**config.mk**
```make
export PLATFORM = sky130hd
export DESIGN_NAME = seven_segment_mux_display_top
export DESIGN_NICKNAME = d
export VERILOG_FILES = /design/src/rtl/ssd_pkg.sv /design/src/rtl/ssd_lane.sv /design/src/rtl/ssd_buffer.sv /design/src/rtl/seven_segment_mux_display_top.sv
export SDC_FILE = /design/constraint.sdc
export NUM_CORES = 1
export LEC_CHECK = 0
export BUFFER_PORTS_ARGS = -buffer_cell sky130_fd_sc_hd__buf_4
export CAP_MARGIN = 20
export CORE_MARGIN = 3
export CORE_UTILIZATION = 40
export DETAILED_ROUTE_END_ITERATION = 8
export MAX_ROUTING_LAYER = met4
export PLACE_DENSITY = 0.61
export SLEW_MARGIN = 20
export SYNTH_ARGS = -nofsm -noshare
export SYNTH_HDL_FRONTEND = slang
export SYNTH_SLANG_ARGS = --single-unit
```
**constraint.sdc**
```tcl
create_clock -name clk -period 13.2 [get_ports clk]
set_input_delay 1.32 -clock clk [delete_from_list [all_inputs] [get_ports clk]]
set_output_delay 1.32 -clock clk [all_outputs]
set_load 0.01 [all_outputs]
```
**src/rtl/ssd_pkg.sv**
```systemverilog
// Shared types, sizes and tables for the multiplexed seven-segment driver.
// No dependencies; used by every module in rtl.
package ssd_pkg;

  localparam int NUM_ROWS   = 3;
  localparam int ROW_LEN    = 6;
  localparam int BUF_DEPTH  = NUM_ROWS * ROW_LEN;
  localparam int FONT_LEN   = 36;
  localparam int CODE_W     = 6;
  localparam int SEG_W      = 8;
  localparam int ROW_W      = 2;
  localparam int DOT_W      = 3;
  localparam int STEP_W     = 4;
  localparam int BUF_IDX_W  = $clog2(BUF_DEPTH);

  localparam logic MODE_WRITE = 1'b0;
  localparam logic MODE_TICK  = 1'b1;

  typedef logic [SEG_W-1:0] seg_t;
  typedef logic [CODE_W-1:0] code_t;

  typedef struct packed {
    logic             en;
    logic [ROW_W-1:0] row;
  } ssd_wr_t;

  function automatic seg_t glyph(input code_t code);
    seg_t g;
    case (code)
      6'd0:  g = 8'd63;
      6'd1:  g = 8'd6;
      6'd2:  g = 8'd91;
      6'd3:  g = 8'd79;
      6'd4:  g = 8'd102;
      6'd5:  g = 8'd109;
      6'd6:  g = 8'd125;
      6'd7:  g = 8'd7;
      6'd8:  g = 8'd127;
      6'd9:  g = 8'd111;
      6'd10: g = 8'd0;
      6'd11: g = 8'd64;
      6'd12: g = 8'd119;
      6'd13: g = 8'd124;
      6'd14: g = 8'd88;
      6'd15: g = 8'd94;
      6'd16: g = 8'd121;
      6'd17: g = 8'd113;
      6'd18: g = 8'd61;
      6'd19: g = 8'd116;
      6'd20: g = 8'd4;
      6'd21: g = 8'd30;
      6'd22: g = 8'd118;
      6'd23: g = 8'd56;
      6'd24: g = 8'd55;
      6'd25: g = 8'd40;
      6'd26: g = 8'd92;
      6'd27: g = 8'd115;
      6'd28: g = 8'd80;
      6'd29: g = 8'd109;
      6'd30: g = 8'd120;
      6'd31: g = 8'd62;
      6'd32: g = 8'd42;
      6'd33: g = 8'd118;
      6'd34: g = 8'd91;
      6'd35: g = 8'd255;
      default: g = 8'd0;
    endcase
    return g;
  endfunction

  function automatic logic [BUF_IDX_W-1:0] scan_map(input logic [STEP_W-1:0] step);
    logic [BUF_IDX_W-1:0] idx;
    case (step)
      4'd0:  idx = 5'd0;
      4'd1:  idx = 5'd1;
      4'd2:  idx = 5'd2;
      4'd3:  idx = 5'd3;
      4'd4:  idx = 5'd4;
      4'd5:  idx = 5'd5;
      4'd6:  idx = 5'd11;
      4'd7:  idx = 5'd10;
      4'd8:  idx = 5'd12;
      4'd9:  idx = 5'd13;
      4'd10: idx = 5'd14;
      4'd11: idx = 5'd15;
      4'd12: idx = 5'd6;
      4'd13: idx = 5'd7;
      4'd14: idx = 5'd8;
      4'd15: idx = 5'd9;
      default: idx = 5'd0;
    endcase
    return idx;
  endfunction

endpackage

```
**src/rtl/ssd_lane.sv**
```systemverilog
// One digit lane: font lookup for a character code and the optional decimal point.
// Depends on ssd_pkg.
module ssd_lane (
  input  ssd_pkg::code_t code,
  input  logic           dot_hit,
  output ssd_pkg::seg_t  pattern
);
  import ssd_pkg::*;

  seg_t g;

  assign g       = glyph(code);
  assign pattern = {g[SEG_W-1] ^ dot_hit, g[SEG_W-2:0]};

endmodule

```
**src/rtl/ssd_buffer.sv**
```systemverilog
// Segment buffer of three rows of six bytes: merges the lane patterns into one row
// and reads the byte for the current scan position. Depends on ssd_pkg.
module ssd_buffer (
  input  logic                          clk,
  input  logic                          rst,
  input  ssd_pkg::ssd_wr_t              wr,
  input  ssd_pkg::seg_t                 lane_pat [ssd_pkg::ROW_LEN],
  input  logic [ssd_pkg::BUF_IDX_W-1:0] rd_idx,
  output ssd_pkg::seg_t                 rd_data
);
  import ssd_pkg::*;

  seg_t buf_q [BUF_DEPTH];

  always_ff @(posedge clk) begin
    if (rst) begin
      for (int i = 0; i < BUF_DEPTH; i++) begin
        buf_q[i] <= '0;
      end
    end else if (wr.en) begin
      for (int r = 0; r < NUM_ROWS; r++) begin
        if (wr.row == ROW_W'(r)) begin
          for (int j = 0; j < ROW_LEN; j++) begin
            buf_q[r*ROW_LEN + j] <= lane_pat[j];
          end
        end
      end
    end
  end

  assign rd_data = buf_q[rd_idx];

endmodule

```
**src/rtl/seven_segment_mux_display_top.sv**
```systemverilog
// Multiplexed seven-segment display driver for 16 scanned digits.
// A tick word gives its result word on the cycle after acceptance. Throughput: one word
// per cycle when not stalled; a write word takes effect for a tick that follows it.
// Reset clears the segment buffer to blank and returns the scan to its first step.
// Depends on ssd_pkg, ssd_lane and ssd_buffer.
module seven_segment_mux_display_top (
  input  logic                        clk,
  input  logic                        rst,
  input  logic                        in_valid,
  output logic                        in_ready,
  input  logic                        mode,
  input  logic [ssd_pkg::ROW_W-1:0]   row,
  input  ssd_pkg::code_t              char_a,
  input  ssd_pkg::code_t              char_b,
  input  ssd_pkg::code_t              char_c,
  input  ssd_pkg::code_t              char_d,
  input  ssd_pkg::code_t              char_e,
  input  ssd_pkg::code_t              char_f,
  input  logic [ssd_pkg::DOT_W-1:0]   dot_pos,
  output logic                        out_valid,
  input  logic                        out_ready,
  output logic [7:0]                  cathode_low,
  output logic [7:0]                  cathode_high,
  output ssd_pkg::seg_t               segments
);
  import ssd_pkg::*;

  code_t            codes    [ROW_LEN];
  seg_t             lane_pat [ROW_LEN];
  ssd_wr_t          wr;
  logic             accept;
  logic             tick;
  logic [STEP_W-1:0] step;
  seg_t             rd_data;

  assign codes[0] = char_a;
  assign codes[1] = char_b;
  assign codes[2] = char_c;
  assign codes[3] = char_d;
  assign codes[4] = char_e;
  assign codes[5] = char_f;

  assign in_ready = !out_valid || out_ready;
  assign accept   = in_valid && in_ready;
  assign tick     = accept && (mode == MODE_TICK);

  assign wr.en  = accept && (mode == MODE_WRITE);
  assign wr.row = row;

  for (genvar j = 0; j < ROW_LEN; j++) begin : g_lane
    ssd_lane u_lane (
      .code    (codes[j]),
      .dot_hit (dot_pos == DOT_W'(j + 1)),
      .pattern (lane_pat[j])
    );
  end

  ssd_buffer u_buffer (
    .clk      (clk),
    .rst      (rst),
    .wr       (wr),
    .lane_pat (lane_pat),
    .rd_idx   (scan_map(step)),
    .rd_data  (rd_data)
  );

  always_ff @(posedge clk) begin
    if (rst) begin
      step      <= '0;
      out_valid <= 1'b0;
    end else begin
      if (tick) begin
        step      <= step + 1'b1;
        out_valid <= 1'b1;
      end else if (out_ready) begin
        out_valid <= 1'b0;
      end
    end
  end

  always_ff @(posedge clk) begin
    if (tick) begin
      cathode_low  <= step[STEP_W-1] ? 8'd0 : (8'd1 << step[STEP_W-2:0]);
      cathode_high <= step[STEP_W-1] ? (8'd1 << step[STEP_W-2:0]) : 8'd0;
      segments     <= ~rd_data;
    end
  end

endmodule

```
### After elaboration in Yosys (flattened, before gate mapping)

Memory sizes are Yosys's and may differ from the RTL's. A register that Yosys moved wholly into a read port is not among the register bits.
Cells that the tools add are included.

| storage, ports and cells | value |
|---|---|
| input bits | 46 |
| register bits | 29 |
| memory bits (writable) | 144 |
| memories kept | 8 |
| memory bits (read-only) | 3136 |
| output and inout bits | 26 |
| logic and storage cells | 92 |

Memory list:

| memory | words | width | read ports | clocked after Yosys merged registers in | wr ports | RTL line | source |
|---|---|---|---|---|---|---|---|
| (no name shown) | 64 | 8 | 1 | 0 | 0 | ssd_pkg.sv:29 | `case (code)` |
| (no name shown) | 64 | 8 | 1 | 0 | 0 | ssd_pkg.sv:29 |  |
| (no name shown) | 64 | 8 | 1 | 0 | 0 | ssd_pkg.sv:29 |  |
| (no name shown) | 64 | 8 | 1 | 0 | 0 | ssd_pkg.sv:29 |  |
| (no name shown) | 64 | 8 | 1 | 0 | 0 | ssd_pkg.sv:29 |  |
| (no name shown) | 64 | 8 | 1 | 0 | 0 | ssd_pkg.sv:29 |  |
| +2 memories | n/a | n/a | n/a | n/a | n/a | n/a |  |

| operators by class | value |
|---|---|
| shift-type cells | 1 |
| bitwise logic cells | 26 |
| $add $sub $neg | 1 |
| eq/ne operators | 8 |
| reduce and logical (&&, ||, !) cells | 7 |
| multiplexer cells | 36 |

Operators by type and width:

| operator | count |
|---|---|
| $mux 8 | 18 |
| $or 1x1->1 | 18 |
| $mux 1 | 16 |
| $eq 3x3->1 const B | 3 |
| $mux 4 | 2 |
| $not 8->8 | 1 |
| $shl 1x3->8 const A | 1 |
| $eq 3x2->1 const B | 2 |
| $xor 1x1->1 | 6 |
| $add 4x1->4 const B | 1 |
| $eq 3x1->1 const B | 1 |
| $logic_and 1x1->1 | 3 |
| $eq 2x1->1 const B | 1 |
| $eq 2x2->1 const B | 1 |
| $logic_not 2->1 | 1 |
| $reduce_bool 2->1 | 1 |
| $logic_not 1->1 | 1 |
| $logic_or 1x1->1 | 1 |
| $not 1->1 | 1 |

### Longest topological paths before layout

Gate-level depths: netlist (run 1).

| depth | value |
|---|---|
| depth in word-level cells | 8 |
| gate-level depth with buffers | 8 |
| depth with buffers taken out | 7 |

### Cells and area by module

A second synthesis (run 1) with hierarchy kept.

| unflattened totals | value |
|---|---|
| cell total of the unflattened synthesis | 1021 |
| area, all modules | 11726.2 um^2 |

By module, submodules not included:

| module | sequential area each (um^2) | instances | area an instance (um^2) | cells each |
|---|---|---|---|---|
| ssd_buffer | 4324.1 | 1 | 6605.1 | 415 |
| ssd_lane at g_lane[2].u_lane ... | 0.0 | 4 | 636.9 | 83 |
| seven_segment_mux_display_top | 900.9 | 1 | 1410.1 | 110 |
| ssd_lane at g_lane[0].u_lane ... | 0.0 | 2 | 581.8 | 82 |

### Worst setup path before layout (run 1)

No wires, ideal clock.

| path | value |
|---|---|
| path type | input -> register |
| start | in out_ready |
| end | mem u_buffer.buf_q[0][0] (netlist bit), enable pin |
| setup slack | 6.099 ns |
| library setup time | 0.587 ns |
| stages on the path | 4 |
| buffers on the path | 0 |
| data required time | 12.613 ns |
| arrival time | 6.514 ns |
| cell sequence | nor2b_2 > inv_1 > nand2_1 > o41ai_1 |

RTL lines:

| item | RTL line | source |
|---|---|---|
| start, declared | seven_segment_mux_display_top.sv:21 | `input logic out_ready,` |
| end, declared | ssd_buffer.sv:13 | `seg_t buf_q [BUF_DEPTH];` |

### Final worst setup path (run 1)

| path | value |
|---|---|
| start | in out_ready |
| end | out in_ready |

| between the ends | value |
|---|---|
| cells in the longest elaborated chain, start to end | 1 |

Ends and longest elaborated chain:

| item | RTL line | source |
|---|---|---|
| $logic_or 1x1->1 | seven_segment_mux_display_top.sv:43 | `assign in_ready = !out_valid \|\| out_ready;` |
| end, declared | seven_segment_mux_display_top.sv:10 | `output logic in_ready,` |

No other way between the ends.

==> metrics.txt, run 1 <==
Comb power frac 0.145; outcome completed; Fin. Hold Viols 0; drt total wl 23.6 mm; initial drt markers 786; setup TNS 0 ns; area of the die 27100 µm²; Final period util 0.249; ANT nets after route 0; worst setup margin between 9 and 10 ns; Worst setup EP type output port; estimated wirelength of the detail-placed design 16.2 mm; clock sink count 161; GRT Util Overall 0.184; GPL Wtd Cong around 0.87; Pint 991 µW; WP data required 11.88 ns; RSZ-0062 raised after global routing no; pwr/cell area 114 nW/µm²; Fmax achieved slightly above 300 MHz; Static Leakage 4.35 nW; Sequential Power Share 0.448; Die Y about 160 µm; drt first pass iters 5; Setup crit start kind input pin; clock tree from TritonCTS done; design area 11400 µm²; most frequent cells in the layout nor2_1, edfxtp_1, buf_4, nand2_1, ha_1; Synth Register Bits roughly 160; dpl cells 1271; crit path kind input pin to output port; ys async rst share 0; syn avg cell area 10.8 µm²; number of CTS-inserted buffers 17; Worst-path clk slew 0.06 ns; # IOs 72; max cap viols 0; Peak supply drop 0.000108 V; Setup Viol. Count Final 0; Post-Place Setup Slack 9.74 ns; Layout area overhead 13.6%; core area 24500 µm²; dominant cell type by area after synthesis edfxtp_1; CP max FO 6; Crit path arrival time about 2.0 ns; postcts setup bufs 0; Clk Latency, worst-skew pair 0.43 ns; ys flop type edfxtp_1; Clock power frac 0.407; Switching Fraction 0.242; Area contributors post-synth edfxtp_1, mux4_2, ha_1; DRC Markers 0; Final Power 1.31 mW; register area share after synthesis 0.471; H-tree lvl count 4; skew final 0.00807 ns; Slew HR 0.361; Final min period roughly 3.3 ns; count of cell types in the netlist 69; vias in the first global route 6881; PortBufs 71; most common cell after layout, fill and taps aside nor2_1; actual slew at the worst max-slew pin 0.955 ns; Routed wire per std cell 18.1 µm; post-synth top area share 0.453; vias approximately 7.4k; row count 57; Die W around 160 µm; Slew Limit Fails 0; initial antenna violation count 0; Starting Density 0.411; hold_buf cts 0; number of flops mapped to enable cells by yosys 152; Ys Warns 0; Synth Net Count around 1.0k; CTS root buffer clkbuf_16; Switch Pwr 317 µW; HP Class flip-flop to flip-flop; Resized cells post-CTS 0; global-route wire length before repair 37.6 mm; Core Util, Final 0.467; clk buf depth 2; hold_ws roughly 0.62 ns; largest net degree at the start of global routing 50; synthesized instance count 932; share of layout cells above drive strength 1 0.161; number of non-filler instances in the completed layout 1304; # diodes 0; Syn Std Cell Area 10100 µm²; number of vias per cell 5.64; area of placed instances 10800 µm²; NumNets Final 1064; gr ovfl total 0
-- Yosys cell counts (8+ instances only) --
master      n
nand2b_1   13
a211oi_1   12
a221oi_1    8
o211ai_1   12
inv_1      49
ha_1       51
mux4_2     29
clkbuf_1   34
dfxtp_1     9
nor3_1     15
and2_1     18
nor2_1    168
nor2b_1    32
mux4_1     15
o31ai_1     9
nand2_1    53
edfxtp_1  152
a31oi_1     9
o21ai_0    45
buf_2      17
xnor2_1    11
a21oi_1    47
-- path summary, 6_finish.rpt --
kind              from                    to  slack, ns  cells after the start
min            step[0]               step[0]       0.62                      2
max reg2reg  out_valid  u_buffer.buf_q[5][6]      10.70                      6
min reg2reg    step[0]               step[0]       0.62                      2
max          out_ready              in_ready       9.91                      4
-- layout make-up --
class / count / area (µm²)
inverters: 49 / 184
repair buffers: 79 / 613
fillers: 2250 / 13100
multi-input cells: 659 / 4860
clock buffers: 19 / 433
clock inverters: 13 / 208
well taps: 324 / 405
flip-flops and latches: 161 / 4750
-- flip-flops by register name (all words and copies together), names as in the netlist --
name	cells
cathode_high	8
cathode_low	8
out_valid	1
segments	8
step	4
u_buffer.buf_q	128
u_buffer.rd_idx	4
-- critical path, stage by stage --
cell and delay, ns:
buf_4 0.11, nor2b_2 0.20, inv_1 0.16, buf_4 0.18
-- routing by layer --
layer | part of all wire | GRT usage | vias up | wire length, µm
met4 | 0.015 | 0.0503 | 0 | 362
li1 | - | - | 3500 | -
met3 | 0.047 | 0.0266 | 27 | 1110
met1 | 0.45 | 0.254 | 3604 | 10700
met5 | 0 | - | - | 0
met2 | 0.48 | 0.287 | 226 | 11400
-- kinds of logic after synthesis --
group,count (synthesis),share of synthesized area
AOI/OAI and AO/OA,192,0.126
xor gates and xnor gates,17,0.0148
adders and majority gates,51,0.0633
buffers and inverters,112,0.0492
DFF,161,0.471
muxes,56,0.116
and+or+nand+nor,343,0.159
-- power by group through the flow --
| stage | Clock [mW] | Combinational, mW | Sequential [mW] |
|---|---|---|---|
| final | 0.533 | 0.190 | 0.586 |
| after global routing | 0.562 | 0.209 | 0.588 |
| after CTS | 0.541 | 0.190 | 0.586 |
| after detailed placement | 0 | 0.189 | 0.597 |
| after global placement | 0 | 0.189 | 0.596 |
| after floorplan | 0 | 0.131 | 0.597 |
(Power assumes the default switching activity.)
==> run 2, diff against run 1 <==
- clock period: 13.2 -> 3.1 ns (I/O delays scaled with it)
==> run 2 against run 1 <==
Net effect: die area unchanged; via count decreased by 1.3%; critical endpoint is now u_buffer.buf_q[12][5]; setup slack got worse by 9.1 ns; critical path type is now flip-flop to flip-flop; power increased to 4.1 times the previous value; final cell count increased by 0.31%; sequential cell count unchanged; clock power increased to 3.9 times the previous value; sequential power increased to 4.3 times the previous value.
==> metrics.txt, run 2 (synthesis results as in run 1) <==
outcome completed; Slew HR 0.437; Die Y ~160 µm; Final period util 0.747; Layout area overhead 13.4%; Setup crit start kind flip-flop; Clk Latency, worst-skew pair between 0.4 and 0.5 ns; fillers 2248; Starting Density 0.411; number of vias per cell about 5.5; DRC Markers 0; estimated wirelength of the detail-placed design around 17 mm; gr ovfl total 0; HP Class input pin to flip-flop; clk buf depth 2; setup TNS 0 ns; Peak supply drop 0.000399 V; RSZ-0062 raised after global routing no; Slew Limit Fails 0; number of flip-flops in the largest register 128; NumNets Final between 1k and 1.5k; share of layout cells above drive strength 1 0.160; GRT Util Overall 0.185; hold_buf cts 0; drt total wl 24.1 mm; postcts setup bufs 0; Die W 165 µm; initial antenna violation count 0; # diodes 0; most frequent cells in the layout nor2_1, edfxtp_1, buf_4, nand2_1, ha_1; number of CTS-inserted buffers 17; PortBufs 71; CTS root buffer clkbuf_16; dpl cells roughly 1.3k; vias 7258; GPL Wtd Cong roughly 0.89; Setup Viol. Count Final 0; actual slew at the worst max-slew pin 0.837 ns; H-tree lvl count 4; hold path depth 2; clock sink count 161; Final min period roughly 2.3 ns; reg2reg setup slack 0.78 ns; clock tree from TritonCTS done; vias in the first global route 6732; number of non-filler instances in the completed layout 1308; Routed wire per std cell 18.4 µm; Fmax achieved around 430 MHz; CP max FO 32; # IOs 72; Worst-path clk slew 0.06 ns; initial drt markers ~740; area of the die around 27000 µm²; Fin. Hold Viols 0; Worst Reg-to-Reg Cells 7; reg-to-reg startpoint out_valid; pwr/cell area between 400 and 500 nW/µm²; skew final 0.00781 ns; Static Leakage ~4.3 nW; worst hold endpoint out_valid; Worst setup EP type flip-flop; min-delay src rst; drt first pass iters 5; largest net degree at the start of global routing 49; row count 57; max cap viols 0; most common cell after layout, fill and taps aside nor2_1; crit path kind flip-flop to flip-flop; WP data required 3.16 ns; Crit path arrival time 2.37 ns; ANT nets after route 0; Resized cells post-CTS 0; Reg with most FFs u_buffer.buf_q; global-route wire length before repair 37.5 mm; core area approximately 25000 µm²; reg2reg end u_buffer.buf_q[12][5]
==> run 2: changes by cell type in the layout (fill, tap and decap cells not counted), sizes merged <==
| cell | before | now |
|---|---|---|
| buf | 79 | 83 |
| bufinv | 5 | 3 |
| clkbuf | 19 | 25 |
| clkinv | 3 | 4 |
| clkinvlp | 2 | 0 |
| inv | 52 | 49 |
==> run 2: final cells by class <==
| class | instances | area, µm² | area share |
|---|---|---|---|
| clock inverter | 7 | 109 | 0.00953 |
| clock buffer | 25 | 475 | 0.0416 |
| sequential | 161 | 4750 | 0.415 |
| tap | 324 | 405 | 0.0355 |
| timing repair buffer | 83 | 636 | 0.0556 |
| inverter | 49 | 184 | 0.0161 |
| multi-input combinational | 659 | 4870 | 0.426 |
==> run 2: worst max-delay path by stage <==
stage                         start               endpoint  slack, ns  depth (start not counted)
final                     out_valid  u_buffer.buf_q[12][5]       0.78                          7
after global routing      out_valid  u_buffer.buf_q[12][2]       0.64                          7
after global placement    char_b[1]  u_buffer.buf_q[13][5]       0.79                          8
after floorplan           out_valid   u_buffer.buf_q[0][0]       0.26                          4
after detailed placement  char_b[1]  u_buffer.buf_q[13][5]       0.79                          8
after CTS                 out_valid  u_buffer.buf_q[12][2]       0.78                          7
==> run 2: per-layer routing <==
metal | up-vias | GRT usage | part of all wire
li1 | 3502 | - | -
met1 | 3522 | 0.256 | 0.45
met2 | 216 | 0.285 | 0.48
met3 | 18 | 0.0296 | 0.055
met4 | 0 | 0.0484 | 0.014
met5 | - | - | 0
==> run 2: worst max-delay path: stages, from the launching register on <==
cell     delay [ns]
dfxtp_1        0.31
nor2b_2        0.18
inv_1          0.16
nand2_1        0.13
nor3_1         0.54
nand2_1        0.11
nand2_1        0.09
buf_4          0.42
==> run 2: per-stage QoR <==
step | power [mW] | instance area [µm²] | setup WS, ns | hold slack, ns | utilization
final | 5.40 | 11400 | 0.785 | 0.140 | 0.466
after global routing | 5.59 | 11400 | 0.641 | 0.146 | 0.466
after CTS | 5.43 | 11400 | 0.785 | 0.119 | 0.466
after detailed placement | 3.35 | 10800 | 0.785 | 0.571 | 0.442
after global placement | 3.35 | 10800 | 0.795 | 0.568 | 0.442
after floorplan | 3.09 | 10100 | 0.260 | 0.538 | -
==> run 2: where the power goes <==
| part | switching, mW | internal [mW] | leakage (nW) |
|---|---|---|---|
| logic | 0.462 | 0.329 | 2.38 |
| clock network | 0.786 | 1.30 | 0.287 |
| registers | 0.0482 | 2.47 | 1.67 |
